===== src/hw/rtl/assert_macros.svh =====
// Assertion macros included by the top level to check its own logic.
`ifndef ASSERT_MACROS_SVH
`define ASSERT_MACROS_SVH

// Same-cycle implication, clocked on clk and disabled while rst_n is low.
`define ASSERT_IMPL(label, cond, expr, msg) \
    label: assert property (@(posedge clk) disable iff (!rst_n) (cond) |-> (expr)) \
        else $error(msg);

// Next-cycle implication, clocked on clk and disabled while rst_n is low.
`define ASSERT_NEXT(label, cond, expr, msg) \
    label: assert property (@(posedge clk) disable iff (!rst_n) (cond) |=> (expr)) \
        else $error(msg);

`endif


===== src/hw/rtl/hscb_pkg.sv =====
// Package of types, constants and helpers for the harmonic sin/cos basis core.
package hscb_pkg;

    // Field and register widths.
    localparam int TIME_W      = 40;
    localparam int RECIP_W     = 48;
    localparam int NUM_W       = 3;
    localparam int FREQ_W      = 16;
    localparam int IDX_W       = 2;
    localparam int VAL_W       = 16;
    localparam int CFG_INDEX_W = 3;
    localparam int CFG_DATA_W  = 48;

    // Turn fraction width and fixed-point lane width of the polynomial.
    localparam int FRAC_W = 56;
    localparam int LANE_W = 31;

    // Default parameter values.
    localparam int MAX_FREQS_DEF  = 4;
    localparam int PHASE_BITS_DEF = 24;

    // Reset values of the configuration registers.
    localparam logic signed [TIME_W-1:0] START_TIME_RST  = '0;
    localparam logic [RECIP_W-1:0]       CYCLE_RECIP_RST = 48'd3257812230;
    localparam logic [NUM_W-1:0]         NUM_FREQS_RST   = 3'd1;
    localparam logic [FREQ_W-1:0]        FREQ_STEP_RST   = 16'd256;

    // One quarter turn in Q30.
    localparam logic [LANE_W-1:0] Q30_ONE = 31'h4000_0000;

    // Odd Taylor coefficients of sin(pi/2 * x) in Q30, lowest order first.
    localparam logic [LANE_W-1:0] POLY_Q30 [7] = '{
        31'd1686629713,
        31'd693598668,
        31'd85569306,
        31'd5026996,
        31'd172272,
        31'd3864,
        31'd61
    };

    // Configuration register indexes.
    typedef enum logic [CFG_INDEX_W-1:0] {
        REG_START_TIME  = 3'd0,
        REG_CYCLE_RECIP = 3'd1,
        REG_NUM_FREQS   = 3'd2,
        REG_FREQ_0      = 3'd3,
        REG_FREQ_1      = 3'd4,
        REG_FREQ_2      = 3'd5,
        REG_FREQ_3      = 3'd6
    } reg_index_t;

    // Quadrant of the phase.
    typedef enum logic [1:0] {
        QUAD_I   = 2'd0,
        QUAD_II  = 2'd1,
        QUAD_III = 2'd2,
        QUAD_IV  = 2'd3
    } quad_t;

    // One frequency issued by the sequencer into the datapath.
    typedef struct packed {
        logic                     valid;
        logic signed [TIME_W-1:0] sample_time;
        logic [IDX_W-1:0]         k;
        logic                     last;
    } issue_t;

    // Tag that travels alongside the datapath.
    typedef struct packed {
        logic [IDX_W-1:0] k;
        logic             last;
        quad_t            quad;
    } tag_t;

    // One polynomial lane: Horner accumulator, squared argument, argument.
    typedef struct packed {
        logic [LANE_W-1:0] acc;
        logic [LANE_W-1:0] x2;
        logic [LANE_W-1:0] x;
    } lane_t;

    // Index of the last frequency in use, with zero read as one and the
    // count saturated at the number of frequency slots.
    function automatic logic [IDX_W-1:0] last_index(logic [NUM_W-1:0] num, int max_freqs);
        logic [IDX_W-1:0] result;
        if (num == '0)
            result = '0;
        else if (int'(num) > max_freqs)
            result = IDX_W'(max_freqs - 1);
        else
            result = IDX_W'(num - NUM_W'(1));
        return result;
    endfunction

endpackage


===== src/hw/rtl/hscb_cell.sv =====
// One Horner step of the sine polynomial: acc <= coef - acc * x2, in Q30.
module hscb_cell (
    input  logic                               clk,
    input  logic                               en,
    input  logic [hscb_pkg::LANE_W-1:0]        coef,
    input  hscb_pkg::lane_t                    lane_in,
    output hscb_pkg::lane_t                    lane_out
);
    import hscb_pkg::*;

    logic [2*LANE_W-1:0] prod;
    logic [LANE_W:0]     diff;
    lane_t               lane_next;
    lane_t               lane_reg;

    // Multiply, drop 30 fraction bits, subtract from the coefficient.
    always_comb
    begin
        prod          = lane_in.acc * lane_in.x2;
        diff          = {1'b0, coef} - prod[2*LANE_W-1:30];
        lane_next.acc = diff[LANE_W-1:0];
        lane_next.x2  = lane_in.x2;
        lane_next.x   = lane_in.x;
    end

    // Hand the lane to the next cell.
    always_ff @(posedge clk)
    begin
        if (en)
            lane_reg <= lane_next;
    end

    assign lane_out = lane_reg;

endmodule


===== config.mk =====
export PLATFORM = sky130hd
export DESIGN_NAME = hscb_cell
export DESIGN_NICKNAME = d
export VERILOG_FILES = /design/src/hw/rtl/assert_macros.svh /design/src/hw/rtl/hscb_pkg.sv /design/src/hw/rtl/hscb_cell.sv
export SDC_FILE = /design/constraint.sdc
export NUM_CORES = 2
export LEC_CHECK = 0
export BUFFER_PORTS_ARGS = -buffer_cell sky130_fd_sc_hd__buf_2
export CAP_MARGIN = 10
export CORE_MARGIN = 3
export CORE_UTILIZATION = 59
export CTS_CLUSTER_SIZE = 28
export DETAILED_ROUTE_END_ITERATION = 12
export PLACE_DENSITY = 0.87
export SYNTH_ARGS = -nofsm -noshare
export SYNTH_HDL_FRONTEND = slang
export SYNTH_SLANG_ARGS = --single-unit

===== constraint.sdc =====
create_clock -name clk -period 20.1 [get_ports clk]
set_input_delay 3.015 -clock clk [delete_from_list [all_inputs] [get_ports clk]]
set_output_delay 3.015 -clock clk [all_outputs]
set_load 0.05 [all_outputs]

Word level (Yosys, flattened, before mapping) --
Index checks and enable logic that the tools add are counted.
Storage, ports and cells: flip-flop bits (word level) 93, word-level logic and storage cells 5
Operators by class: $add $sub $neg 1, multipliers 1
Operators with widths (number):
- 31-bit by 31-bit multiplier with 61-bit output | 1
- 31-bit subtractor | 1

Logic depth before layout (Yosys ltp) --
word-level depth 2, gate-level depth with buffers 36

Least setup slack after synthesis --
OpenSTA, ideal clock, no wires.
kind input to register, start in lane_in[75] in the netlist's numbering, end reg lane_reg, in the netlist lane_out[91] (data pin), data arrival time 11507 ps, required time 19838 ps, setup slack 8331 ps, stages on the path 33, path buffers 1, path through clkbuf_1 -> and2_1 -> fa_1 -> fa_1 -> fa_1 -> inv_1 -> fa_1 -> inv_1 -> fa_1 -> inv_1 -> fa_1 -> inv_1 -> fa_1 -> fa_1 -> ha_1 -> a211oi_1 -> nor2_1 -> a2111oi_0 -> a21boi_0 -> nor3_1 -> o21ai_1 -> a21oi_1 -> o21bai_1 -> xnor2_1 -> ha_1 -> a2111o_1 -> o211a_1 -> o41a_1 -> a221o_2 -> a21oi_2 -> o31a_2 -> a21oi_1 -> xor2_1
On the way: word-level cells in the longest chain between the ends 2
RTL lines:
- from (decl) | line hscb_cell.sv:6 | input hscb_pkg::lane_t lane_in,
- 31-bit by 31-bit multiplier with 61-bit output | line hscb_cell.sv:19 | prod = lane_in.acc * lane_in.x2;
- 31-bit subtractor | line hscb_cell.sv:20 | diff = {1'b0, coef} - prod[2*LANE_W-1:30];
- named net diff[29] | line hscb_cell.sv:12 | logic [LANE_W:0] diff;
- to (signal assigned) | line hscb_cell.sv:30 | lane_reg <= lane_next;
- to (decl) | line hscb_cell.sv:14 | lane_t lane_reg;
The timed path passes the listed nets, and every way through them passes these cells. A chain may end at the register's enable or synchronous reset.

Worst setup path in the final report --
start in lane_in[71] in the netlist's numbering, end reg lane_reg, in the netlist lane_out[91] (data pin)
Same word-level chain as after synthesis.

==> impl_results.md <==
- Status: complete, no violations
- CTS tree: built
- CP peak stage delay: 0.67 ns
- Metal2 WL: 47.2 mm
- Clock sink count: 93
- Drt wl/cell: 21.8 um
- Final WL: 96.8 mm
- Via count: 26200
- Detailed Routing Iterations Pass 1: 8
- Layout cells sized above 1: 7.46%
- Avg Cell Area, Syn: between 9 and 10 um2
- Fin crit share: 65.5%
- Met3 wire length: 9.84 mm
- Max Used Layer: met4
- Largest net degree at the start of global routing: 70
- PortBufs: roughly 220
- Number of remaining DRC errors: 0
- Worst Hold Class: in -> reg
- Nets: 4919
- Post-cts resize count: 0
- Number of top-level pins: between 200 and 250
- First-pass GRT wire length: 154 mm
- Initial antenna violation count: 4
- Max-Cap Viols: 0
- CP most frequent cell: fa_1
- Global-route usage over all layers: 33.0%
- Mapped Cells: about 3600
- Crit path DAT: 13.32 ns
- Crit. End Element: register
- Hold Buf Count CTS: 0
- Setup-failing EPs final: 0
- Initial core utilization: between 60% and 70%
- Fmax: 0.0760 GHz
- Hold depth: 1
- Htree depth: 3
- Crit Path Max Fanout: 31
- Worst Hold Endpoint: lane_out[13]$_DFFE_PP_
- Final core occ: 63.4%
- P&R area growth vs syn: 5.19%
- Hold Violations, Final: 0
- Slew @ Worst Pin: 0.950 ns
- Crit Path Category: in -> reg
- Number of flops mapped to enable cells by yosys: a little over 90
- YS warnings: 0
- Main synth FF type: edfxtp_1
- Grt ovf: 0
- #FFs+latches synth: 93
- Buf/Inv on CP: 6
- Maximum root-to-sink buffer count: 2
- CTS Buf Count: 9
- Fillers: 4445
- CTS root buffer: clkbuf_16
- Die Span Y: ~250 um
- RSZ-0062 raised after global routing: false
- Die footprint: 61200 um2
- GP Congestion: 0.990
- Die W: around 250 um
- Setup Total Neg Slack: 0 ns
- Element type at the critical path start: input port
- Syn nets: roughly 5000
- Post-synthesis sequential area ratio: 8.12%
- Initial DRC count: 2082
- M1 WL: 32.6 mm
- Critical path's top delay family: adder cells
- Post-route ant nets: 0
- Worst path slowest cell: a2111oi_0
- Post CTS Setup Buffer Count: 0
- Netlist cell types: between 60 and 70
- Vias in the first global route: about 29000
- Data required time of the worst path: approximately 20 ns
- FP Rows: between 80 and 90
- Detailed placer's ending HPWL: 73.3 mm
- Ys async rst share: 0%
- Clk pin slew, worst setup/hold paths: roughly 0.09 ns
- DR vias/cell: between 5 and 6
- Fin. max-slew vios: 0
- Worst hold start: lane_in[13]
- Cell area after synthesis: 34400 um2
- Max reg flops: 93
- Max_slew headroom: 36.7%
- Tmin final: 13.16 ns
- Crit path depth: 34
- Core Region: ~57000 um2
- Hold Slack: 2.78 ns
==> kinds of logic after synthesis <==
logic type | share of synthesized area, %
buf+inv | 10.6
compound gates | 4.92
flops | 8.12
fa+ha+maj | 58.7
simple gates | 16.1
xor+xnor | 1.63
==> area by class of cell <==
cell class / instances / area [um2] / share of cell area, %
multi-input combinational: 2564 / 28000 / 77.3
inverter: 771 / 2890 / 8.00
sequential: 93 / 2790 / 7.72
timing repair buffer: 242 / 1270 / 3.52
tap: 756 / 946 / 2.61
clock buffer: 9 / 225 / 0.622
clock inverter: 7 / 61.3 / 0.169
antenna: 3 / 7.51 / 0.0207
==> cell usage after synthesis, types with 15 or more instances <==
cell	number	area (um2)
ha_1	276	3450
o21ai_0	46	230
xor2_1	25	219
nand2_1	561	2110
inv_1	771	2890
a21oi_1	80	400
nor2_1	44	165
fa_1	836	16700
and2_1	455	2850
edfxtp_1	93	2790
nand4_1	15	93.8
a21o_1	32	240
xnor2_1	39	342
clkbuf_1	196	736
==> cells in the final DEF, fill, tap and decap left out, drive strengths merged, types with 7 or more instances in the layout <==
| cell | instances |
|---|---|
| nor3 | 9 |
| o211ai | 9 |
| nand2 | 561 |
| nor2 | 44 |
| a211o | 7 |
| clkbuf | 9 |
| a21oi | 81 |
| edfxtp | 93 |
| inv | 773 |
| ha | 276 |
| o21bai | 10 |
| nand3 | 11 |
| and3 | 10 |
| buf | 242 |
| and2 | 455 |
| a211oi | 10 |
| o21a | 8 |
| fa | 836 |
| a21o | 33 |
| nand4 | 15 |
| o21ai | 51 |
| xor2 | 25 |
| xnor2 | 39 |
| a31oi | 10 |
==> stage by stage <==
stage          setup slack, ns  cells  instance area (um2)
6_report                  6.94   4445                36200
3_5_place_dp              6.70   4426                35900
3_3_place_gp              6.88   4426                35900
2_1_floorplan             8.33   3624                34400
5_1_grt                   6.60   4444                36200
4_1_cts                   7.11   4442                36200
==> worst max-delay path by stage <==
| stage | startpoint | endpoint | slack (ns) |
|---|---|---|---|
| after global routing | lane_in[70] | lane_out[91]$_DFFE_PP_ | 6.60 |
| after global placement | lane_in[73] | lane_out[91]$_DFFE_PP_ | 6.88 |
| after CTS | lane_in[38] | lane_out[91]$_DFFE_PP_ | 7.11 |
| after detailed placement | lane_in[38] | lane_out[91]$_DFFE_PP_ | 6.70 |
| final | lane_in[71] | lane_out[91]$_DFFE_PP_ | 6.94 |
| after floorplan | lane_in[75] | lane_out[91]$_DFFE_PP_ | 8.33 |
==> metal layers <==
metal / global-route usage (%) / up-vias
li1: - / 10900
met1: 38.9 / 13300
met2: 55.0 / 1581
met3: 7.37 / 444
met4: 20.8 / 0
met5: 0 / -
Power is not shown: default switching activity piles up to over one toggle a cycle in this logic, so the estimate is an artifact.
