## src/hw/rtl/assert_macros.svh

```systemverilog
// Assertion macros included by the top level to check its own logic.
`ifndef ASSERT_MACROS_SVH
`define ASSERT_MACROS_SVH

// Same-cycle implication, clocked on clk and disabled while rst_n is low.
`define ASSERT_IMPL(label, cond, expr, msg) \
    label: assert property (@(posedge clk) disable iff (!rst_n) (cond) |-> (expr)) \
        else $error(msg);

// Next-cycle implication, clocked on clk and disabled while rst_n is low.
`define ASSERT_NEXT(label, cond, expr, msg) \
    label: assert property (@(posedge clk) disable iff (!rst_n) (cond) |=> (expr)) \
        else $error(msg);

`endif

```

## src/hw/rtl/hscb_pkg.sv

```systemverilog
// Package of types, constants and helpers for the harmonic sin/cos basis core.
package hscb_pkg;

    // Field and register widths.
    localparam int TIME_W      = 40;
    localparam int RECIP_W     = 48;
    localparam int NUM_W       = 3;
    localparam int FREQ_W      = 16;
    localparam int IDX_W       = 2;
    localparam int VAL_W       = 16;
    localparam int CFG_INDEX_W = 3;
    localparam int CFG_DATA_W  = 48;

    // Turn fraction width and fixed-point lane width of the polynomial.
    localparam int FRAC_W = 56;
    localparam int LANE_W = 31;

    // Default parameter values.
    localparam int MAX_FREQS_DEF  = 4;
    localparam int PHASE_BITS_DEF = 24;

    // Reset values of the configuration registers.
    localparam logic signed [TIME_W-1:0] START_TIME_RST  = '0;
    localparam logic [RECIP_W-1:0]       CYCLE_RECIP_RST = 48'd3257812230;
    localparam logic [NUM_W-1:0]         NUM_FREQS_RST   = 3'd1;
    localparam logic [FREQ_W-1:0]        FREQ_STEP_RST   = 16'd256;

    // One quarter turn in Q30.
    localparam logic [LANE_W-1:0] Q30_ONE = 31'h4000_0000;

    // Odd Taylor coefficients of sin(pi/2 * x) in Q30, lowest order first.
    localparam logic [LANE_W-1:0] POLY_Q30 [7] = '{
        31'd1686629713,
        31'd693598668,
        31'd85569306,
        31'd5026996,
        31'd172272,
        31'd3864,
        31'd61
    };

    // Configuration register indexes.
    typedef enum logic [CFG_INDEX_W-1:0] {
        REG_START_TIME  = 3'd0,
        REG_CYCLE_RECIP = 3'd1,
        REG_NUM_FREQS   = 3'd2,
        REG_FREQ_0      = 3'd3,
        REG_FREQ_1      = 3'd4,
        REG_FREQ_2      = 3'd5,
        REG_FREQ_3      = 3'd6
    } reg_index_t;

    // Quadrant of the phase.
    typedef enum logic [1:0] {
        QUAD_I   = 2'd0,
        QUAD_II  = 2'd1,
        QUAD_III = 2'd2,
        QUAD_IV  = 2'd3
    } quad_t;

    // One frequency issued by the sequencer into the datapath.
    typedef struct packed {
        logic                     valid;
        logic signed [TIME_W-1:0] sample_time;
        logic [IDX_W-1:0]         k;
        logic                     last;
    } issue_t;

    // Tag that travels alongside the datapath.
    typedef struct packed {
        logic [IDX_W-1:0] k;
        logic             last;
        quad_t            quad;
    } tag_t;

    // One polynomial lane: Horner accumulator, squared argument, argument.
    typedef struct packed {
        logic [LANE_W-1:0] acc;
        logic [LANE_W-1:0] x2;
        logic [LANE_W-1:0] x;
    } lane_t;

    // Index of the last frequency in use, with zero read as one and the
    // count saturated at the number of frequency slots.
    function automatic logic [IDX_W-1:0] last_index(logic [NUM_W-1:0] num, int max_freqs);
        logic [IDX_W-1:0] result;
        if (num == '0)
            result = '0;
        else if (int'(num) > max_freqs)
            result = IDX_W'(max_freqs - 1);
        else
            result = IDX_W'(num - NUM_W'(1));
        return result;
    endfunction

endpackage

```

## src/hw/rtl/hscb_seq.sv

```systemverilog
// Front sequencer: holds one time sample and issues its frequencies one per cycle while adv is high.
module hscb_seq #(
    parameter int MAX_FREQS = hscb_pkg::MAX_FREQS_DEF
) (
    input  logic                                clk,
    input  logic                                rst_n,
    input  logic                                in_valid,
    output logic                                in_stall,
    input  logic signed [hscb_pkg::TIME_W-1:0]  sample_time,
    input  logic [hscb_pkg::NUM_W-1:0]          num_freqs,
    input  logic                                adv,
    output hscb_pkg::issue_t                    issue
);
    import hscb_pkg::*;

    logic                     busy_reg;
    logic                     busy_next;
    logic signed [TIME_W-1:0] time_reg;
    logic [IDX_W-1:0]         k_reg;
    logic [IDX_W-1:0]         k_next;
    logic [IDX_W-1:0]         last_k;
    logic                     is_last;
    logic                     take;

    // Position of the current frequency within the sample.
    assign last_k  = last_index(num_freqs, MAX_FREQS);
    assign is_last = (k_reg == last_k);

    // A new word is taken when nothing is held or the last frequency leaves now.
    assign in_stall = busy_reg && !(adv && is_last);
    assign take     = in_valid && !in_stall;

    // Next hold state and frequency counter.
    always_comb
    begin
        busy_next = busy_reg;
        k_next    = k_reg;
        if (take)
        begin
            busy_next = 1'b1;
            k_next    = '0;
        end
        else if (adv && busy_reg)
        begin
            if (is_last)
                busy_next = 1'b0;
            else
                k_next = k_reg + IDX_W'(1);
        end
    end

    // Control registers.
    always_ff @(posedge clk or negedge rst_n)
    begin
        if (!rst_n)
        begin
            busy_reg <= 1'b0;
            k_reg    <= '0;
        end
        else
        begin
            busy_reg <= busy_next;
            k_reg    <= k_next;
        end
    end

    // Held sample time.
    always_ff @(posedge clk)
    begin
        if (take)
            time_reg <= sample_time;
    end

    assign issue.valid       = busy_reg;
    assign issue.sample_time = time_reg;
    assign issue.k           = k_reg;
    assign issue.last        = is_last;

endmodule

```

## config.mk

```make
export PLATFORM = sky130hd
export DESIGN_NAME = hscb_seq
export DESIGN_NICKNAME = d
export VERILOG_FILES = /design/src/hw/rtl/assert_macros.svh /design/src/hw/rtl/hscb_pkg.sv /design/src/hw/rtl/hscb_seq.sv
export SDC_FILE = /design/constraint.sdc
export NUM_CORES = 1
export LEC_CHECK = 0
export BUFFER_PORTS_ARGS = -buffer_cell sky130_fd_sc_hd__buf_2
export CAP_MARGIN = 20
export CORE_MARGIN = 1
export CORE_UTILIZATION = 40
export CTS_BUF_LIST = sky130_fd_sc_hd__clkbuf_8
export CTS_CLUSTER_DIAMETER = 80
export CTS_CLUSTER_SIZE = 10
export DETAILED_ROUTE_END_ITERATION = 6
export GPL_TIMING_DRIVEN = 0
export PLACE_DENSITY = 0.78
export SLEW_MARGIN = 15
export SYNTH_ARGS = -nofsm -noshare
export SYNTH_HDL_FRONTEND = slang
export SYNTH_SLANG_ARGS = --single-unit
```

## constraint.sdc

```tcl
create_clock -name clk -period 3 [get_ports clk]
set_input_delay 0.6 -clock clk [delete_from_list [all_inputs] [get_ports clk]]
set_output_delay 0.6 -clock clk [all_outputs]
set_load 0.05 [all_outputs]
```

Yosys cells after proc, flatten, opt, wreduce, memory -nomap -nowiden
Cells that the tools add are included.
{"block": "op_classes", "muxes": 8, "order_cmp": 1, "n_eq_ne": 2, "add_sub_neg": 2, "n_reduce_logical": 11}
{"op": "2-bit two-way mux", "n": 5}
{"op": "1-bit logical AND", "n": 4}
{"op": "2-bit AND reduction", "n": 2}
{"op": "2-bit nonzero test", "n": 2}
{"op": "3-bit greater-than comparator, second input constant", "n": 1}
{"op": "3-bit logical NOT", "n": 1}
{"op": "1-bit two-way mux", "n": 3}
{"op": "2-bit by 1-bit adder with 2-bit output, second input constant", "n": 1}
{"op": "2-bit == test", "n": 1}
{"op": "1-bit logical NOT", "n": 2}
{"op": "2-bit by 1-bit inequality test with 1-bit output, second input constant", "n": 1}
{"op": "2-bit by 1-bit subtractor with 2-bit output, second input constant", "n": 1}
{"block": "word_totals", "out_inout_bits": 45, "reg_bits": 43, "in_bits": 47, "wordCells": 27}

Logic depth before layout (Yosys ltp)
Gate-level depths: netlist of run 1.
{"block": "depth", "depth_word": 11, "mapped_depth": 7, "depth_no_buf": 7}

Least setup slack after synthesis of run 1
No wires, ideal clock.
{"block": "synth_path", "path_type": "in2reg", "startpoint": "in num_freqs[0] (netlist name)", "endpoint": "reg time_reg[0], enable pin", "n_path_buf": 0, "t_arrival_ns": 3.109, "slack_ns": -0.510, "cell_stages": 7, "required_ns": 2.599, "setup_time_ns": 0.401, "cell_sequence": "inv_1 > ha_1 > or3b_4 > a2111oi_4 > a2111oi_2 > o21ai_1 > and2_1"}
{"block": "synth_between", "elab_chain_len": 9, "word_cells_on_any_way": 11, "classes_between": "add/sub: 1; order compare: 1; eq/ne: 1; mux: 2; reduce/logical: 6"}
{"element": "start, declared", "line": "hscb_seq.sv:10", "text": "input logic [hscb_pkg::NUM_W-1:0] num_freqs,"}
{"element": "3-bit greater-than comparator or 2-bit by 1-bit subtractor with 2-bit output (tied branches)", "line": "hscb_pkg.sv:89, hscb_pkg.sv:92"}
{"element": "2-bit two-way mux", "line": "hscb_pkg.sv:89", "text": "else if (int'(num) > max_freqs)"}
{"element": "2-bit two-way mux (*)", "line": "hscb_pkg.sv:87", "text": "if (num == '0)"}
{"element": "2-bit == test (*)", "line": "hscb_seq.sv:27", "text": "assign is_last = (k_reg == last_k);"}
{"element": "1-bit logical AND (*)", "line": "hscb_seq.sv:30", "text": "assign in_stall = busy_reg && !(adv && is_last);"}
{"element": "1-bit logical NOT (*)", "line": "hscb_seq.sv:30"}
{"element": "1-bit logical AND (*)", "line": "hscb_seq.sv:30"}
{"element": "1-bit logical NOT (*)", "line": "hscb_seq.sv:31", "text": "assign take = in_valid && !in_stall;"}
{"element": "1-bit logical AND (*)", "line": "hscb_seq.sv:31"}
{"element": "end signal, assigned", "line": "hscb_seq.sv:71", "text": "time_reg <= sample_time;"}
{"element": "end, declared", "line": "hscb_seq.sv:18", "text": "logic signed [TIME_W-1:0] time_reg;"}
Mark *: on every way between the ends. The rest lies on a longest branch, timed or not.
A chain may end at the register's enable or synchronous reset.

Worst setup path in the final report of run 1
{"block": "layout_path", "startpoint": "in num_freqs[0] (netlist name)", "endpoint": "out in_stall"}
{"block": "layout_between", "elab_chain_len": 7, "word_cells_on_any_way": 9, "classes_between": "add/sub: 1; order compare: 1; eq/ne: 1; mux: 2; reduce/logical: 4"}
{"element": "3-bit greater-than comparator or 2-bit by 1-bit subtractor with 2-bit output (tied branches)", "line": "hscb_pkg.sv:89, hscb_pkg.sv:92"}
{"element": "2-bit two-way mux", "line": "hscb_pkg.sv:89"}
{"element": "2-bit two-way mux (*)", "line": "hscb_pkg.sv:87"}
{"element": "2-bit == test (*)", "line": "hscb_seq.sv:27"}
{"element": "1-bit logical AND (*)", "line": "hscb_seq.sv:30"}
{"element": "1-bit logical NOT (*)", "line": "hscb_seq.sv:30"}
{"element": "1-bit logical AND (*)", "line": "hscb_seq.sv:30"}
{"element": "end, declared", "line": "hscb_seq.sv:8", "text": "output logic in_stall,"}
Marks and branches as above.

==> results of run 1 <==
==> worst max-delay path, stage by stage <==
cell and delay, ns:
buf_4 0.13, inv_4 0.07, ha_4 0.21, or3b_4 0.39, a2111oi_4 0.43, a2111oi_4 0.10, o21ai_2 0.19, inv_1 0.07
buf_6 0.15
==> layer usage <==
metal | vias up | share of wire [%] | track usage (%)
li1 | 506 | - | -
met1 | 484 | 40 | 16.8
met2 | 66 | 51 | 26.3
met3 | 3 | 9.4 | 5.71
met4 | 0 | 0.26 | 3.33
met5 | - | 0 | 0
==> cells in the final DEF (no fill, tap or decap) <==
master	n
nor3b_1	1
mux2_2	1
inv_1	4
buf_6	1
o21ai_2	1
a31oi_1	1
ha_4	1
o21ba_1	1
a21oi_1	1
o211ai_1	1
buf_2	89
buf_4	7
bufinv_16	1
nand3b_1	1
nor4b_1	1
clkinv_4	1
nand2_1	1
nor2_1	1
a2111oi_4	2
nor4_1	1
or3b_1	1
nand4_1	1
or3b_4	1
edfxtp_1	40
or2b_1	2
inv_4	1
nand3_1	1
nor4_2	1
clkbuf_8	5
dfrtp_1	3
nand4b_1	2
nand2b_1	2
a22o_1	1
clkinv_2	1
and2_4	1
==> how the worst max path moves through the flow <==
| stage | start | endpoint | slack, ns | cells past startpoint |
|---|---|---|---|---|
| CTS | num_freqs[0] | in_stall | 0.02 | 9 |
| global placement | num_freqs[0] | time_reg[10] | -0.11 | 8 |
| finish | num_freqs[0] | in_stall | 0.04 | 9 |
| floorplan | num_freqs[0] | in_stall | 0.06 | 7 |
| global route | num_freqs[0] | in_stall | -0.02 | 9 |
| detailed placement | num_freqs[0] | time_reg[16] | -0.22 | 8 |
==> through the flow <==
step / util [%] / area, um2 / power [W]
6_report: 61.1 / 2250 / 0.00197
5_1_grt: 61.1 / 2250 / 0.00206
4_1_cts: 60.3 / 2220 / 0.00196
3_5_place_dp: 56.1 / 2070 / 0.00150
3_3_place_gp: 56.1 / 2070 / 0.00148
2_1_floorplan: - / 1550 / 0.00134
==> power by group <==
group | total (W) | internal (W) | leakage, nW | switching, W
Combinational | 0.000719 | 0.000208 | 0.493 | 0.000511
Clock | 0.000434 | 0.000248 | 0.0581 | 0.000187
Sequential | 0.000819 | 0.000769 | 0.400 | 0.0000504
==> area by class of cell <==
class                      count  area, um2
fill                         309       1440
buffer                         3       20.0
clock inverter                 3       43.8
multi-input combinational     28        273
timing repair buffer          94        489
tap                           48       60.1
sequential                    43       1280
inverter                       5       21.3
clock buffer                   5       68.8
==> repair_timing <==
| item | 4_1_cts | 5_1_grt |
|---|---|---|
| gates resized for setup | 4 | 7 |
| endpoints found under the setup margin | 2 | 2 |
| hold buffers | 0 | 0 |
| pin swaps | 2 | 3 |
| buffers inserted | 2 | 1 |
==> cell families (layout without fill, tap and decap cells) <==
kind of cell / count (synthesis) / after routing / share of synthesized area [%]
simple gates: 18 / 18 / 8.15
compound gates: 8 / 8 / 5.49
fa+ha+maj: 1 / 1 / 0.807
flops: 43 / 43 / 82.3
mux: 1 / 1 / 0.726
buf+inv: 8 / 110 / 2.50
==> metrics, run 1 <==
Yosys top cell area share=77.5%; remaining routing DRC violations=0; Initial DRC Count=49; WL per Instance=13.3 um; first-pass GRT wire length=4.53 mm; share of cells above drive strength 1=63.0%; Core Region=3690 um2; Post-synth top cells=edfxtp_1 (40), inv_1 (5), dfrtp_1 (3); worst setup margin=0.0449 ns; ant diodes=0; Post-Place Cells=218; f_max=338 MHz; initial antenna violation count=0; initial core utilization=42.0%; synthesized area=1550 um2; die footprint=4130 um2; part of the cycle the worst path needs=98.5%; hpwl dp=2.24 mm; reg2reg end=time_reg[6]; Startpoint Class=input pin; Main synth FF type=edfxtp_1; grt total ovfl=0; crit path time final=2.96 ns; CTS clk-pin slew, worst paths=0.08 ns; P per Cell Area=876 nW/um2; status=finished clean; R2R depth=5; Final Hold Vio Count=0; Slew Limit Fails=0; vias per cell=4.62; Setup Viol. Count Final=0; Mapped Cells=79; TritonCTS buffer count=5; final hold slack=0.0910 ns; Syn Nets=127; Worst-Skew Late Latency=0.29 ns; Finished Layout Cells=229; max_cap viols=0; Root Buffer=clkbuf_8; number of global-route vias before repair=968; most frequent cell after synthesis=edfxtp_1; Die Y=64.3 um; largest cells by area after synthesis=edfxtp_1 (77%), dfrtp_1 (4.8%), a2111oi_4 (1.8%), inv_1 (1.2%), nand4b_1 (1.1%); Pleak=0.951 nW; die width=64.3 um; startpoint of the worst register-to-register path=k_reg[0]; CP required=2.40 ns; drt pass-1 iters=4; setup tns final=0 ns; VDD IR max=0.485 mV; Post-Place Setup Slack=-0.223 ns; number of flops mapped to enable cells by yosys=40; clock skew=0.0117 ns; Async S/R FF share, synth=6.98%; Num Clock Sinks=43; nets=228; largest net degree at the start of global routing=41; TritonCTS clock tree=done; Detailed Route WL=3.04 mm; Distinct cells, synth=29; clk buf depth=2; worst min-delay path class=in2async; sequential cell area fraction in the yosys report=82.3%; FF+latch count, synth=43; crit path max fanout=6; H-tree depth=2; Port Buffers=91; Rel. slew slack=52.0%; Synth area leader=edfxtp_1; FP Rows=22; CP endpoint kind=output port; synth warn=0; Avg Synthesized Cell Area=19.6 um2; Final ANT Viol Nets=0; worst endpoint data arrival time=2.36 ns; CP Class=in2out; Vias=1059; total track usage=14.9%; IO Count=92; number of flip-flops in the largest register=40; Area Growth Syn to Fin=45.3%; RePlAce Congestion=0.647; Reg2Reg Setup Slack=0.44 ns; Worst-Margin Slew=0.710 ns
No activity file was read; power rests on OpenSTA's default activity.
==> run 2: changes to the inputs <==
--- a/config.mk
+++ b/config.mk
@@ -7,7 +7,7 @@
 export LEC_CHECK = 0
 export BUFFER_PORTS_ARGS = -buffer_cell sky130_fd_sc_hd__buf_2
 export CAP_MARGIN = 20
-export CORE_MARGIN = 1
+export CORE_MARGIN = 3
 export CORE_UTILIZATION = 40
 export CTS_BUF_LIST = sky130_fd_sc_hd__clkbuf_8
 export CTS_CLUSTER_DIAMETER = 80
==> metrics, run 2 (same netlist as run 1, synthesis figures left out) <==
crit path time final=2.92 ns (-0.0328 ns); part of the cycle the worst path needs=97.4% (-1.1 points); hpwl dp=2.57 mm (+15%); nets=230 (+0.88%); Rel. slew slack=53.1% (+1.1 points); CP Class=in2out; worst endpoint data arrival time=2.32 ns (-0.04 ns); Final Hold Vio Count=0 (unchanged); Multi-input gate area=273 um2 (unchanged); Pleak=0.974 nW (+2.4%); H-tree depth=2 (unchanged); number of global-route vias before repair=996 (+2.9%); total track usage=14.3% (-0.57 points); Setup Viol. Count Final=0 (unchanged); Port Buffers=91 (unchanged); initial core utilization=44.0% (+2.0 points); number of flip-flops in the largest register=40 (unchanged); P per Cell Area=899 nW/um2 (+2.7%); WL per Instance=14.6 um (+10%); crit path max fanout=6 (unchanged); Finished Layout Cells=229 (unchanged); Die Y=68.3 um (+6.2%); worst min-delay path class=in2async; Post-Place Cells=216 (-0.92%); die footprint=4660 um2 (+13%); Vias=1067 (+0.76%); Area Growth Syn to Fin=48.2%; die width=68.3 um (+6.2%); TritonCTS clock tree=done; RSZ-0062 raised after global routing=no; Register Area=1280 um2 (unchanged); Startpoint Class=input pin; R2R depth=8 (+3); Final ANT Viol Nets=0 (unchanged); CP endpoint kind=output port; Detailed Route WL=3.35 mm (+10%); Worst-Margin Slew=0.693 ns (-0.0168 ns); Initial DRC Count=51 (+4.1%); most frequent cells in the layout=buf_2 (88), edfxtp_1 (40), buf_4 (7), clkbuf_8 (5), inv_1 (4); remaining routing DRC violations=0 (unchanged); VDD IR max=0.548 mV (+13%); grt total ovfl=0 (unchanged); FILL cells=267 (-14%); Post-CTS Hold Fix Bufs=0 (unchanged); most common cell after layout, fill and taps aside=buf_2; clock skew=0.00562 ns (-0.00610 ns); IO Count=92 (unchanged); ant diodes=0 (unchanged); RePlAce Congestion=0.660 (+2.0%); final hold slack=0.100 ns (+0.00902 ns); first-pass GRT wire length=4.71 mm (+3.8%); CP required=2.40 ns (about the same); clk buf depth=2 (unchanged); f_max=342 MHz (+1.1%); largest net degree at the start of global routing=41 (unchanged); Root Buffer=clkbuf_8; CTS clk-pin slew, worst paths=0.08 ns (about the same); Post-Place Setup Slack=-0.218 ns (+0.00483 ns); Worst-Skew Late Latency=0.28 ns (about the same); vias per cell=4.66 (+0.76%); worst setup margin=0.0778 ns (+0.0328 ns); TritonCTS buffer count=5 (unchanged); Slew Limit Fails=0 (unchanged); drt pass-1 iters=4 (unchanged); status=finished clean; initial antenna violation count=0 (unchanged); max_cap viols=0 (unchanged); share of cells above drive strength 1=63.4% (+0.40 points); Core Region=3520 um2 (-4.5%); Num Clock Sinks=43 (unchanged); FP Rows=21 (-4.5%)
[run 2: changes by cell type in the layout (fill, tap and decap cells not counted), sizes merged]
| cell | before | now |
|---|---|---|
| inv | 5 | 6 |
| buf | 97 | 98 |
| clkbuf | 5 | 6 |
| clkinv | 2 | 0 |
| bufinv | 1 | 2 |
[run 2: what timing repair did]
item                                    4_1_cts  5_1_grt
endpoints found under the setup margin        2       42
resized for setup                             4       10
pin swaps                                     2        5
buffers inserted                              3        2
[run 2: cell type report]
type                            count  area share [%]
Buffer                              3           0.871
Clock buffer                        5            3.00
Clock inverter                      3            2.78
Inverter                            5            1.03
Multi-Input combinational cell     28            11.9
Sequential cell                    43            55.6
Tap cell                           46            2.51
Timing Repair Buffer               96            22.4
[run 2: metal layers]
layer  share of wire (%)  GRT usage (%)
met4                0.87           3.72
met2                  50           26.0
met1                  35           15.2
met3                  15           5.91
met5                   0              0
[run 2: critical path, stage by stage]
cell	delay, ns
buf_6	0.11
inv_6	0.06
ha_4	0.20
or3b_4	0.41
a2111oi_4	0.44
a2111oi_4	0.10
inv_1	0.09
buf_4	0.10
clkbuf_4	0.21
[run 2: path summary, 6_finish.rpt]
path	startpoint	end	slack (ns)
worst max-delay path	num_freqs[0]	issue[0]	0.08
max in group asynchronous	rst_n	k_reg[1]	2.79
worst min register to register	busy_reg	k_reg[0]	0.70
min in group clk	sample_time[31]	time_reg[31]	0.49
worst min-delay path	rst_n	busy_reg	0.1
worst max register to register	k_reg[1]	time_reg[14]	0.39
[run 2: stage by stage]
stage	cell area, um2	total power, W	TNS, ns	utilization, %
5_1_grt	2300	0.00216	0	65.2
4_1_cts	2250	0.00205	0	63.9
2_1_floorplan	1550	0.00134	0	-
3_5_place_dp	2070	0.00150	-8.95	58.7
6_report	2300	0.00207	0	65.2
3_3_place_gp	2070	0.00149	-5.55	58.7
[run 2: power breakdown]
group          total [W]  internal (W)  switching (W)
clock           0.000503      0.000329       0.000174
sequential      0.000822      0.000769      0.0000533
combinational   0.000740      0.000223       0.000518
total            0.00207       0.00132       0.000745
==> run 3: changes to the inputs <==
--- a/config.mk
+++ b/config.mk
@@ -7,6 +7,7 @@
 export LEC_CHECK = 0
 export BUFFER_PORTS_ARGS = -buffer_cell sky130_fd_sc_hd__buf_2
 export CAP_MARGIN = 20
+export CORE_ASPECT_RATIO = 1.2
 export CORE_MARGIN = 3
 export CORE_UTILIZATION = 40
 export CTS_BUF_LIST = sky130_fd_sc_hd__clkbuf_8
==> metrics, run 3 (same netlist as run 1, synthesis figures left out) <==
TritonCTS buffer count=5 (unchanged); largest net degree at the start of global routing=41 (unchanged); Vias=1115 (+4.5%); crit path time final=2.93 ns (+0.00286 ns); status=finished clean; first-pass GRT wire length=5.25 mm (+12%); Slew Limit Fails=0 (unchanged); worst path cell trace=buf_6 > inv_4 > ha_4 > or3b_4 > a2111oi_4 > a2111oi_4 > inv_1 > buf_4 > clkbuf_4; CP Class=in2out; Post-Place Setup Slack=-0.240 ns (-0.0217 ns); remaining routing DRC violations=0 (unchanged); Area Growth Syn to Fin=46.0%; f_max=342 MHz (about the same); clock skew=0.00568 ns (+0.0000564 ns); H-tree depth=2 (unchanged); Most Used Layer, Global Route=met2; initial antenna violation count=0 (unchanged); most frequent cells in the layout=buf_2 (88), edfxtp_1 (40), buf_4 (7), clkbuf_8 (7), inv_1 (4); CP peak stage delay=0.45 ns (about the same); Global Route met2 Usage=26.7% (+0.67 points); total track usage=15.5% (+1.2 points); Worst-Skew Late Latency=0.29 ns (about the same); vias per cell=4.74 (+1.8%); worst setup margin=0.0749 ns (-0.00286 ns); initial core utilization=42.0% (-2.1 points); RePlAce Congestion=0.680 (+3.0%); Pwr Total=0.00195 W (-5.6%); CTS clk-pin slew, worst paths=0.07 ns (about the same); Core Region=3690 um2 (+4.9%); TritonCTS clock tree=done; hpwl dp=2.68 mm (+4.4%); Startpoint Class=input pin; Num Clock Sinks=43 (unchanged); Port Buffers=91 (unchanged); final hold slack=0.0919 ns (-0.00804 ns); Rel. slew slack=54.2% (+1.1 points); part of the cycle the worst path needs=97.5% (about the same); routing usage on met1=15.5% (+0.34 points); worst endpoint data arrival time=2.33 ns (about the same); P per Cell Area=862 nW/um2 (-4.2%); CP max stage cell=a2111oi_4; drt pass-1 iters=2 (-2); Detailed Route WL=3.57 mm (+6.5%); die footprint=4660 um2 (about the same); crit path max fanout=5 (-1); most common cell after layout, fill and taps aside=buf_2; clk buf depth=2 (unchanged); IO Count=92 (unchanged); die width=62.8 um (-7.9%); Final ANT Viol Nets=0 (unchanged); nets=230 (unchanged); WL per Instance=15.2 um (+3.8%); Pleak=0.959 nW (-1.5%); Worst-Margin Slew=0.678 ns (-0.0156 ns); number of global-route vias before repair=1086 (+9.0%); Setup Viol. Count Final=0 (unchanged); Root Buffer=clkbuf_8; share of cells above drive strength 1=62.8% (-0.55 points); Initial DRC Count=44 (-14%); ant diodes=0 (unchanged); CP required=2.40 ns (about the same); worst min-delay path class=in2async; setup tns final=0 ns (unchanged); met3 Usage GRT=7.25% (+1.3 points); RSZ-0062 raised after global routing=no; max_cap viols=0 (unchanged); VDD IR max=0.626 mV (+14%); CP endpoint kind=output port; Final Hold Vio Count=0 (unchanged); number of flip-flops in the largest register=40 (unchanged); cell mode on critical path=a2111oi_4; FP Rows=24 (+14%); grt total ovfl=0 (unchanged); Die Y=74.2 um (+8.7%)
run 3: changes by cell type in the layout (fill, tap and decap cells not counted), sizes merged:
cell,previous run,this run
bufinv,2,0
clkbuf,6,8
run 3: worst paths after layout:
check	slack (ns)	start	cells after the start	end
max	0.07	num_freqs[0]	9	issue[0]
min	0.09	rst_n	1	busy_reg
max reg2reg	0.26	k_reg[0]	7	time_reg[26]
min reg2reg	0.69	busy_reg	1	k_reg[0]
max in group asynchronous	2.80	rst_n	1	k_reg[0]
min in group clk	0.48	sample_time[4]	1	time_reg[4]
run 3: where the power goes:
| part | total [W] | leakage [nW] | switching, W | internal (W) |
|---|---|---|---|---|
| sequential | 0.000822 | 0.400 | 0.0000531 | 0.000769 |
| combinational | 0.000747 | 0.504 | 0.000525 | 0.000222 |
| clock | 0.000381 | 0.0557 | 0.000175 | 0.000206 |
run 3: cell type report:
cell class	instances	area (um2)
sequential	43	1280
timing repair buffer	96	514
clock buffer	7	96.3
tap	52	65.1
multi-input combinational	28	267
clock inverter	1	3.75
fill	305	1430
buffer	3	20.0
inverter	5	21.3
run 3: worst max-delay path: cells and delay by family:
family          cells  cell delay (ns)
buf+inv             5             0.55
compound gates      2             0.55
simple gates        1             0.41
fa+ha+maj           1             0.20
run 3: metrics by stage:
step / std cells / cell area (um2) / utilization [%]
after floorplan: 79 / 1550 / -
final: 235 / 2260 / 61.3
after detailed placement: 222 / 2070 / 56.1
after CTS: 232 / 2220 / 60.0
after global placement: 222 / 2070 / 56.1
after global routing: 235 / 2260 / 61.3
run 3: layer usage:
metal / share of wire [%] / vias to the layer above
met5: 0 / -
met4: 2.5 / 0
met3: 11 / 8
met2: 50 / 73
met1: 37 / 523
li1: - / 511
run 3: what timing repair did:
action | 4_1_cts | 5_1_grt
setup endpoints to repair | 2 | 42
setup buffers | 2 | 3
pin swaps | 2 | 5
endpoints found under the hold margin | 0 | 0
resized for setup | 4 | 8
hold buffers | 0 | 0
